<file path="config.mk">
export PLATFORM = sky130hd
export DESIGN_NAME = ternary_comma_code_decoder_core_flat
export DESIGN_NICKNAME = d
export VERILOG_FILES = /design/src/rtl/core/tccd_pkg.sv /design/src/rtl/core/tccd_byte_if.sv /design/src/rtl/core/tccd_rank_if.sv /design/src/rtl/core/ternary_comma_code_decoder_core.sv /design/src/rtl/core/tccd_front.sv /design/src/rtl/core/tccd_queue.sv /design/src/rtl/core/tccd_back.sv /design/src/flat_wrapper.sv
export SDC_FILE = /design/constraint.sdc
export NUM_CORES = 1
export LEC_CHECK = 0
export BUFFER_PORTS_ARGS = -buffer_cell sky130_fd_sc_hd__buf_2
export CAP_MARGIN = 20
export CELL_PAD_IN_SITES_DETAIL_PLACEMENT = 0
export CELL_PAD_IN_SITES_GLOBAL_PLACEMENT = 2
export CORE_ASPECT_RATIO = 1.5
export CORE_MARGIN = 3
export CORE_UTILIZATION = 37
export DETAILED_ROUTE_END_ITERATION = 8
export PLACE_DENSITY = 0.77
export SYNTH_ARGS = -nofsm -noshare
export SYNTH_HDL_FRONTEND = slang
export SYNTH_SLANG_ARGS = --single-unit
</file>
<file path="constraint.sdc">
create_clock -name clk -period 4.1 [get_ports clk]
set_input_delay 0.205 -clock clk [delete_from_list [all_inputs] [get_ports clk]]
set_output_delay 0.205 -clock clk [all_outputs]
set_load 0.005 [all_outputs]
</file>
<file path="src/rtl/core/tccd_pkg.sv">
`timescale 1ns / 1ps
// ----------------------------------------------------------------------------
// Ternary comma code decoder package
// Shared constants and types for the decoder front end, queue and back end.
// ----------------------------------------------------------------------------
package tccd_pkg;

	localparam int unsigned DIGITS_PER_BYTE = 4;
	localparam int unsigned DIGIT_W         = 2;
	localparam int unsigned BYTE_W          = DIGITS_PER_BYTE * DIGIT_W;
	localparam int unsigned RANK_W          = 32;
	localparam int unsigned VALUE_WIDTH_DEF = 32;
	localparam int unsigned QUEUE_DEPTH     = 2;
	localparam int unsigned QUEUE_PTR_W     = (QUEUE_DEPTH > 1) ? $clog2(QUEUE_DEPTH) : 1;
	localparam int unsigned QUEUE_CNT_W     = $clog2(QUEUE_DEPTH + 1);
	localparam int unsigned DIGIT_IDX_W     = $clog2(DIGITS_PER_BYTE);

	localparam logic [DIGIT_W-1:0] DIGIT_TERM = 2'd3;

	typedef logic [DIGIT_W-1:0] digit_t;

	// Classified code word as held in the queue
	typedef struct packed {
		digit_t [DIGITS_PER_BYTE-1:0] digits;
		logic   [DIGITS_PER_BYTE-1:0] term;
		logic   [DIGITS_PER_BYTE-1:0] last;
		logic                         stream_end;
	} tccd_entry_t;

	// Queue write side
	typedef struct packed {
		logic        push;
		tccd_entry_t entry;
	} tccd_push_t;

	// Queue read side towards the back end
	typedef struct packed {
		logic        valid;
		tccd_entry_t entry;
	} tccd_head_t;

endpackage

</file>
<file path="src/rtl/core/tccd_byte_if.sv">
`timescale 1ns / 1ps
// ----------------------------------------------------------------------------
// Code byte channel
// Valid/ready channel carrying one code byte and its end-of-stream flag.
// ----------------------------------------------------------------------------
interface tccd_byte_if;
	logic       valid;
	logic       ready;
	logic [7:0] code_byte;
	logic       stream_end;

	modport source (output valid, output code_byte, output stream_end, input ready);
	modport sink   (input valid, input code_byte, input stream_end, output ready);
endinterface

</file>
<file path="src/rtl/core/tccd_rank_if.sv">
`timescale 1ns / 1ps
// ----------------------------------------------------------------------------
// Rank channel
// Valid/ready channel carrying one decoded rank with its flags.
// ----------------------------------------------------------------------------
interface tccd_rank_if;
	logic        valid;
	logic        ready;
	logic [31:0] rank_value;
	logic        rank_overflow;
	logic        last_of_byte;

	modport source (output valid, output rank_value, output rank_overflow,
		output last_of_byte, input ready);
	modport sink   (input valid, input rank_value, input rank_overflow,
		input last_of_byte, output ready);
endinterface

</file>
<file path="src/rtl/core/ternary_comma_code_decoder_core.sv">
`timescale 1ns / 1ps
// ----------------------------------------------------------------------------
// Ternary comma code decoder
// Decodes bytes of four 2-bit digits into bijective base-3 ranks; digit 3
// ends a codeword and releases its rank on the result channel.
// ----------------------------------------------------------------------------
// The decoder takes one code byte per word on code_ch and returns one word on
// rank_ch for each terminator digit, in digit order, with last_of_byte set on
// the final rank of that byte. The back end handles one digit per cycle, but a
// terminator digit waits while the output register holds an untaken rank. Each
// byte has all four digits stepped whether or not it yields ranks. A two-entry
// queue sits between the byte port and the digit sequencer, so bytes are taken
// while the back end is busy; a rank appears on rank_ch in the cycle after its
// terminator digit is stepped and is held there until taken. Ranks wrap
// at VALUE_WIDTH bits with rank_overflow set; only the low 32 bits are output.
// ----------------------------------------------------------------------------
module ternary_comma_code_decoder_core
	import tccd_pkg::*;
#(
	parameter int unsigned VALUE_WIDTH = VALUE_WIDTH_DEF
) (
	input  logic        clk,
	input  logic        arst_n,
	tccd_byte_if.sink   code_ch,
	tccd_rank_if.source rank_ch
);

	tccd_push_t push;
	tccd_head_t head;
	logic       full;
	logic       pop;

	tccd_front u_front (
		.code_ch (code_ch),
		.full    (full),
		.push    (push)
	);

	tccd_queue u_queue (
		.clk    (clk),
		.arst_n (arst_n),
		.push   (push),
		.pop    (pop),
		.full   (full),
		.head   (head)
	);

	tccd_back #(
		.VALUE_WIDTH (VALUE_WIDTH)
	) u_back (
		.clk     (clk),
		.arst_n  (arst_n),
		.head    (head),
		.pop     (pop),
		.rank_ch (rank_ch)
	);

endmodule

</file>
<file path="src/rtl/core/tccd_front.sv">
`timescale 1ns / 1ps
// ----------------------------------------------------------------------------
// Decoder front end
// Accepts code bytes, splits them into digits and marks terminators.
// ----------------------------------------------------------------------------
module tccd_front
	import tccd_pkg::*;
(
	tccd_byte_if.sink  code_ch,
	input  logic       full,
	output tccd_push_t push
);

	logic [DIGITS_PER_BYTE-1:0] term;
	logic [DIGITS_PER_BYTE-1:0] last;
	digit_t [DIGITS_PER_BYTE-1:0] digits;

	assign code_ch.ready = !full;

	always_comb begin
		logic later;
		later = 1'b0;
		for (int i = 0; i < DIGITS_PER_BYTE; i++) begin
			digits[i] = code_ch.code_byte[i*DIGIT_W +: DIGIT_W];
			term[i]   = (digits[i] == DIGIT_TERM);
		end
		// mark the final terminator of the word
		for (int i = DIGITS_PER_BYTE - 1; i >= 0; i--) begin
			last[i] = term[i] && !later;
			later   = later || term[i];
		end
	end

	assign push.push             = code_ch.valid && !full;
	assign push.entry.digits     = digits;
	assign push.entry.term       = term;
	assign push.entry.last       = last;
	assign push.entry.stream_end = code_ch.stream_end;

endmodule

</file>
<file path="src/rtl/core/tccd_queue.sv">
`timescale 1ns / 1ps
// ----------------------------------------------------------------------------
// Decoder word queue
// Short first-in first-out store between front end and back end.
// ----------------------------------------------------------------------------
module tccd_queue
	import tccd_pkg::*;
(
	input  logic       clk,
	input  logic       arst_n,
	input  tccd_push_t push,
	input  logic       pop,
	output logic       full,
	output tccd_head_t head
);

	tccd_entry_t               mem_q [QUEUE_DEPTH];
	logic [QUEUE_PTR_W-1:0]    wr_ptr_q;
	logic [QUEUE_PTR_W-1:0]    rd_ptr_q;
	logic [QUEUE_CNT_W-1:0]    count_q;

	function automatic logic [QUEUE_PTR_W-1:0] ptr_next(input logic [QUEUE_PTR_W-1:0] p);
		if (p == QUEUE_PTR_W'(QUEUE_DEPTH - 1)) begin
			return '0;
		end
		return p + 1'b1;
	endfunction

	assign full       = (count_q == QUEUE_CNT_W'(QUEUE_DEPTH));
	assign head.valid = (count_q != '0);
	assign head.entry = mem_q[rd_ptr_q];

	always_ff @(posedge clk) begin
		if (push.push) begin
			mem_q[wr_ptr_q] <= push.entry;
		end
	end

	always_ff @(posedge clk or negedge arst_n) begin
		if (!arst_n) begin
			wr_ptr_q <= '0;
			rd_ptr_q <= '0;
			count_q  <= '0;
		end else begin
			if (push.push) begin
				wr_ptr_q <= ptr_next(wr_ptr_q);
			end
			if (pop) begin
				rd_ptr_q <= ptr_next(rd_ptr_q);
			end
			if (push.push && !pop) begin
				count_q <= count_q + 1'b1;
			end else if (pop && !push.push) begin
				count_q <= count_q - 1'b1;
			end
		end
	end

endmodule

</file>
<file path="src/rtl/core/tccd_back.sv">
`timescale 1ns / 1ps
// ----------------------------------------------------------------------------
// Decoder back end
// Steps through the digits of each queued word, builds the rank and drives
// the result register.
// ----------------------------------------------------------------------------
module tccd_back
	import tccd_pkg::*;
#(
	parameter int unsigned VALUE_WIDTH = VALUE_WIDTH_DEF
) (
	input  logic        clk,
	input  logic        arst_n,
	input  tccd_head_t  head,
	output logic        pop,
	tccd_rank_if.source rank_ch
);

	localparam int unsigned EXT_W = VALUE_WIDTH + 2;

	logic [DIGIT_IDX_W-1:0] idx_q;
	logic [VALUE_WIDTH-1:0] partial_q;
	logic                   partial_ovf_q;
	logic                   out_valid_q;
	logic [RANK_W-1:0]      out_rank_q;
	logic                   out_ovf_q;
	logic                   out_last_q;

	digit_t             digit;
	logic               is_term;
	logic               slot_free;
	logic               step;
	logic               word_done;
	logic [EXT_W-1:0]   grown;
	logic               grow_ovf;

	assign digit     = head.entry.digits[idx_q];
	assign is_term   = head.entry.term[idx_q];
	assign slot_free = !out_valid_q || rank_ch.ready;
	assign step      = head.valid && (!is_term || slot_free);
	assign word_done = (idx_q == DIGIT_IDX_W'(DIGITS_PER_BYTE - 1));
	assign pop       = step && word_done;

	// value*3 + digit + 1 with two guard bits to catch the wrap
	assign grown    = {2'b00, partial_q} + {1'b0, partial_q, 1'b0}
		+ EXT_W'({1'b0, digit} + 3'd1);
	assign grow_ovf = (grown[EXT_W-1 -: 2] != 2'b00);

	always_ff @(posedge clk) begin
		if (step && is_term) begin
			out_rank_q <= RANK_W'(partial_q);
			out_ovf_q  <= partial_ovf_q;
			out_last_q <= head.entry.last[idx_q];
		end
	end

	always_ff @(posedge clk or negedge arst_n) begin
		if (!arst_n) begin
			idx_q         <= '0;
			partial_q     <= '0;
			partial_ovf_q <= 1'b0;
			out_valid_q   <= 1'b0;
		end else begin
			if (step) begin
				idx_q <= idx_q + 1'b1;
				if (is_term || (word_done && head.entry.stream_end)) begin
					partial_q     <= '0;
					partial_ovf_q <= 1'b0;
				end else begin
					partial_q     <= grown[VALUE_WIDTH-1:0];
					partial_ovf_q <= partial_ovf_q || grow_ovf;
				end
			end
			if (step && is_term) begin
				out_valid_q <= 1'b1;
			end else if (rank_ch.ready) begin
				out_valid_q <= 1'b0;
			end
		end
	end

	assign rank_ch.valid         = out_valid_q;
	assign rank_ch.rank_value    = out_rank_q;
	assign rank_ch.rank_overflow = out_ovf_q;
	assign rank_ch.last_of_byte  = out_last_q;

endmodule
</file>
<file path="src/flat_wrapper.sv">
// flat-port wrapper written by rule: the top's interface ports become plain ports
module ternary_comma_code_decoder_core_flat import tccd_pkg::*;
#(
	parameter int unsigned VALUE_WIDTH = VALUE_WIDTH_DEF
)
  (clk, arst_n, code_ch_valid, code_ch_code_byte, code_ch_stream_end, code_ch_ready, rank_ch_valid, rank_ch_rank_value, rank_ch_rank_overflow, rank_ch_last_of_byte, rank_ch_ready);
  tccd_byte_if code_ch_i ();
  tccd_rank_if rank_ch_i ();
  input  logic clk;
  input  logic arst_n;
  input wire logic [$bits(code_ch_i.valid)-1:0] code_ch_valid;
  input wire logic [$bits(code_ch_i.code_byte)-1:0] code_ch_code_byte;
  input wire logic [$bits(code_ch_i.stream_end)-1:0] code_ch_stream_end;
  output wire logic [$bits(code_ch_i.ready)-1:0] code_ch_ready;
  output wire logic [$bits(rank_ch_i.valid)-1:0] rank_ch_valid;
  output wire logic [$bits(rank_ch_i.rank_value)-1:0] rank_ch_rank_value;
  output wire logic [$bits(rank_ch_i.rank_overflow)-1:0] rank_ch_rank_overflow;
  output wire logic [$bits(rank_ch_i.last_of_byte)-1:0] rank_ch_last_of_byte;
  input wire logic [$bits(rank_ch_i.ready)-1:0] rank_ch_ready;
  assign code_ch_i.valid = code_ch_valid;
  assign code_ch_i.code_byte = code_ch_code_byte;
  assign code_ch_i.stream_end = code_ch_stream_end;
  assign code_ch_ready = code_ch_i.ready;
  assign rank_ch_valid = rank_ch_i.valid;
  assign rank_ch_rank_value = rank_ch_i.rank_value;
  assign rank_ch_rank_overflow = rank_ch_i.rank_overflow;
  assign rank_ch_last_of_byte = rank_ch_i.last_of_byte;
  assign rank_ch_i.ready = rank_ch_ready;
  ternary_comma_code_decoder_core #(.VALUE_WIDTH(VALUE_WIDTH)) u_core (.clk(clk), .arst_n(arst_n), .code_ch(code_ch_i), .rank_ch(rank_ch_i));
endmodule
</file>
==> results.py <==
metrics = {
    "critical_path": {
        "cp-start-kind": "flip-flop",
        "cp-startpoint": "u_core.u_queue.rd_ptr_q$_DFFE_PN0P_",
        "critical_path.endpoint": "u_core.u_back.partial_q[31]$_DFFE_PN0P_",
        "r2r_start": "u_core.u_queue.rd_ptr_q$_DFFE_PN0P_",
        "endpoint_kind": "flip-flop",
        "required_ns": 4.36,
        "ff2ff_setup_slack_ns": 0.18,
        "critical_path.max_fanout": 4,
        "worst_ep_arrival_time_ns": 4.18,
        "crit-reg2reg-capture": "u_core.u_back.partial_q[31]$_DFFE_PN0P_",
        "reg2regPathDepth": 15,
        "worstSetupPathType": "reg2reg",
    },
    "global_routing": {
        "busiest_layer": "met2",
        "grt_max_degree": 41,
        "grtUsageMet2": 0.299,
        "use_met1": 0.179,
        "grt_pass1_wl_um": 21800,
        "grt_pass1_vias": 4284,
        "antenna_found_initial": 0,
        "grt_usage": 0.160,
        "grtUsageMet3": 0.0196,
        "grt-ovfl-total": 0,
    },
    "timing": {
        "min_period_over_period": 0.957,
        "whs_ns": 0.0460,
        "slew_headroom": 0.515,
        "setup_viol": 0,
        "fin_skew_ns": 0.00671,
        "slew_violations": 0,
        "layout_setup_ws_ns": 0.176,
        "rsz0062_at_grt": "no",
        "hold_viol_final": 0,
        "fmax_ghz": 0.255,
        "fin_crit_ns": 3.92,
        "worst_pin_slew_ns": 0.728,
    },
    "power_and_ir_drop": {
        "p_int_mw": 3.22,
        "peakVddDrop_mv": 0.358,
        "swShare": 0.392,
        "p_leak_nw": 3.08,
        "p_switching_mw": 2.07,
        "power_frac_seq": 0.364,
        "clockPowerShare": 0.178,
        "combPwrFrac": 0.458,
        "power_density_nw_per_um2": 771,
    },
    "synth": {
        "syn_area_um2": 5960,
        "ys_ff_latch": 106,
        "synthCells": 516,
        "syn_avg_cell_area_um2": 11.6,
        "synth.top_cell.area_share": 0.332,
        "yosys-top-cells-area": "edfxtp_1 (33%), dfrtp_1 (17%), ha_1 (14%), nand2_1 (3.7%), o21ai_0 (2.9%)",
        "seq_area_frac_synth": 0.500,
        "ys.flop_type": "edfxtp_1",
        "ys.warnings.count": 0,
        "synth-async-reset-ratio": 0.377,
        "synth_top_area_cell": "edfxtp_1",
        "synth-edff-count": 66,
        "synth_nets": 596,
        "synth_cell_types": 56,
    },
    "clock_tree": {
        "max-clock-path-buffers": 2,
        "cts_tree": "built",
        "htree_num_levels": 3,
        "numCtsBuffers": 9,
        "clk_latency_ns": 0.35,
        "clock-sinks": 106,
        "cts-root-buf": "clkbuf_16",
        "clk_pin_slew_ns": 0.07,
    },
    "cells_and_area": {
        "antenna_cells": 0,
        "utilization": 0.438,
        "layout_common_cells": "edfxtp_1 (66), ha_1 (64), nand2_1 (59)",
        "syn_to_final_growth_pct": 15.2,
        "drive_gt1_frac": 0.175,
        "fillers": 1544,
        "final_nets": 652,
        "final_common_cell": "edfxtp_1",
    },
    "place": {
        "portBuffers": 48,
        "hpwlAfterDp_um": 10100,
        "place_congestion": 0.829,
        "dpl_worst_slack_ns": -0.0495,
    },
    "hold_path": {
        "hp-class": "in2reg",
    },
    "die": {
        "die_y_um": 161,
        "initial_utilization": 0.380,
        "io_pins": 49,
        "rows": 56,
        "core_um2": 15700,
        "die_area_um2": 17700,
        "fp.dieW_um": 110,
    },
    "drt": {
        "avgViaCountPerCell": 5.20,
        "initialDrtViolationCount": 128,
        "drc": 0,
        "post_drt_wl_per_cell_um": 16.9,
        "drtAntennaViolNets": 0,
        "dr_total_vias": 4055,
        "drt-total-wl_um": 13200,
        "first_pass_iters": 4,
    },
    "flow_run": {
        "maxCapViolCount": 0,
    },
    "outcome": {
        "status": "complete, no violations",
    },
}
[power groups by stage]
stage	combinational, mW	sequential, mW	clock (mW)
2_1_floorplan	1.64	1.92	0
3_3_place_gp	2.41	1.94	0
3_5_place_dp	2.45	1.96	0
4_1_cts	2.46	1.94	0.966
5_1_grt	2.76	1.99	1.01
6_report	2.43	1.93	0.941
[sequential cells by signal, indices dropped and copies added, names as in the netlist, 2 cells and up]
register and flops:
u_core.u_back.idx_q 2, u_core.u_back.rank_ch.rank_value 32, u_core.u_back.partial_q 32, u_core.u_queue.count_q 2, u_core.u_queue.mem_q 32
[worst max-delay path, cell delays in order, from the launching register on]
cell	delay, ns
dfrtp_2	0.42
mux4_2	0.51
mux2_2	0.29
fa_1	0.49
ha_2	0.19
inv_1	0.05
fa_1	0.39
nand2b_4	0.18
a21oi_4	0.18
o2111ai_2	0.16
buf_4	0.17
a211o_1	0.33
nand3_1	0.08
a31oi_1	0.10
xor2_1	0.15
o21ai_0	0.15
[final cells by class]
class                      count  area (µm²)  area share
sequential                   106        2980       0.434
tap                          203         254      0.0370
multi-input combinational    380        2900       0.422
clock buffer                  11         243      0.0353
inverter                      15        56.3     0.00820
timing repair buffer          60         358      0.0521
clock inverter                 5        77.6      0.0113
[metrics by stage]
stage | area, µm² | std cells | power, mW | setup TNS (ns)
final | 6870 | 780 | 5.30 | 0
after global routing | 6870 | 780 | 5.76 | 0
after CTS | 6800 | 777 | 5.37 | 0
after detailed placement | 6470 | 760 | 4.42 | -0.0904
after global placement | 6470 | 760 | 4.35 | 0
after floorplan | 5960 | 516 | 3.56 | 0
[routing by layer]
metal	vias to the layer above	part of all wire
met2	60	0.55
met1	1957	0.40
met5	-	0
met3	21	0.023
li1	2017	-
met4	0	0.026
[cell usage after synthesis, types with 2 or more instances]
| cell | count |
|---|---|
| o22ai_2 | 2 |
| o211ai_1 | 8 |
| o21ai_1 | 4 |
| dfrtp_1 | 40 |
| o31a_1 | 2 |
| and3_1 | 4 |
| nand4_1 | 5 |
| xnor2_1 | 15 |
| o22ai_1 | 2 |
| nor2b_1 | 2 |
| ha_1 | 65 |
| a32o_1 | 2 |
| mux2i_1 | 5 |
| mux4_2 | 6 |
| buf_2 | 4 |
| and2_1 | 4 |
| nand2b_1 | 10 |
| a22o_1 | 3 |
| o31ai_1 | 5 |
| a211oi_1 | 2 |
| a21o_1 | 15 |
| a21oi_1 | 32 |
| o21ai_0 | 34 |
| inv_1 | 15 |
| nor3_1 | 3 |
| fa_1 | 2 |
| clkbuf_1 | 10 |
| mux2_2 | 2 |
| nor2_1 | 33 |
| edfxtp_1 | 66 |
| nand2_1 | 59 |
| a31oi_1 | 3 |
| o21a_1 | 6 |
| xor2_1 | 15 |
| nand3_1 | 10 |
[how the worst min path moves through the flow]
stage	endpoint	depth (start not counted)	from
6_report	u_core.u_queue.mem_q[1][0]$_DFFE_PP_	1	code_ch_stream_end
3_5_place_dp	u_core.u_queue.mem_q[1][0]$_DFFE_PP_	1	code_ch_stream_end
4_1_cts	u_core.u_queue.mem_q[0][0]$_DFFE_PP_	1	code_ch_stream_end
3_3_place_gp	u_core.u_queue.mem_q[0][0]$_DFFE_PP_	1	code_ch_stream_end
5_1_grt	u_core.u_queue.mem_q[1][0]$_DFFE_PP_	1	code_ch_stream_end
2_1_floorplan	u_core.u_back.idx_q[0]$_DFFE_PN0P_	0	arst_n
[cell families after synthesis]
logic type,Yosys count,synth area share
buffers and inverters,30,0.0204
AO/OA/AOI/OAI,135,0.154
flip-flops,106,0.500
XOR/XNOR,30,0.0441
adder cells (fa/ha/maj),67,0.143
multiplexers,13,0.0348
AND/OR/NAND/NOR,135,0.103
[what timing repair did]
item,4_1_cts,5_1_grt
cloned,0,0
pin swaps,1,1
hold buffers,0,1
setup buffers,1,1
endpoints found under the hold margin,0,8
gates resized for setup,1,6
endpoints found under the setup margin,5,6
Power figures use the tool's default switching activity.
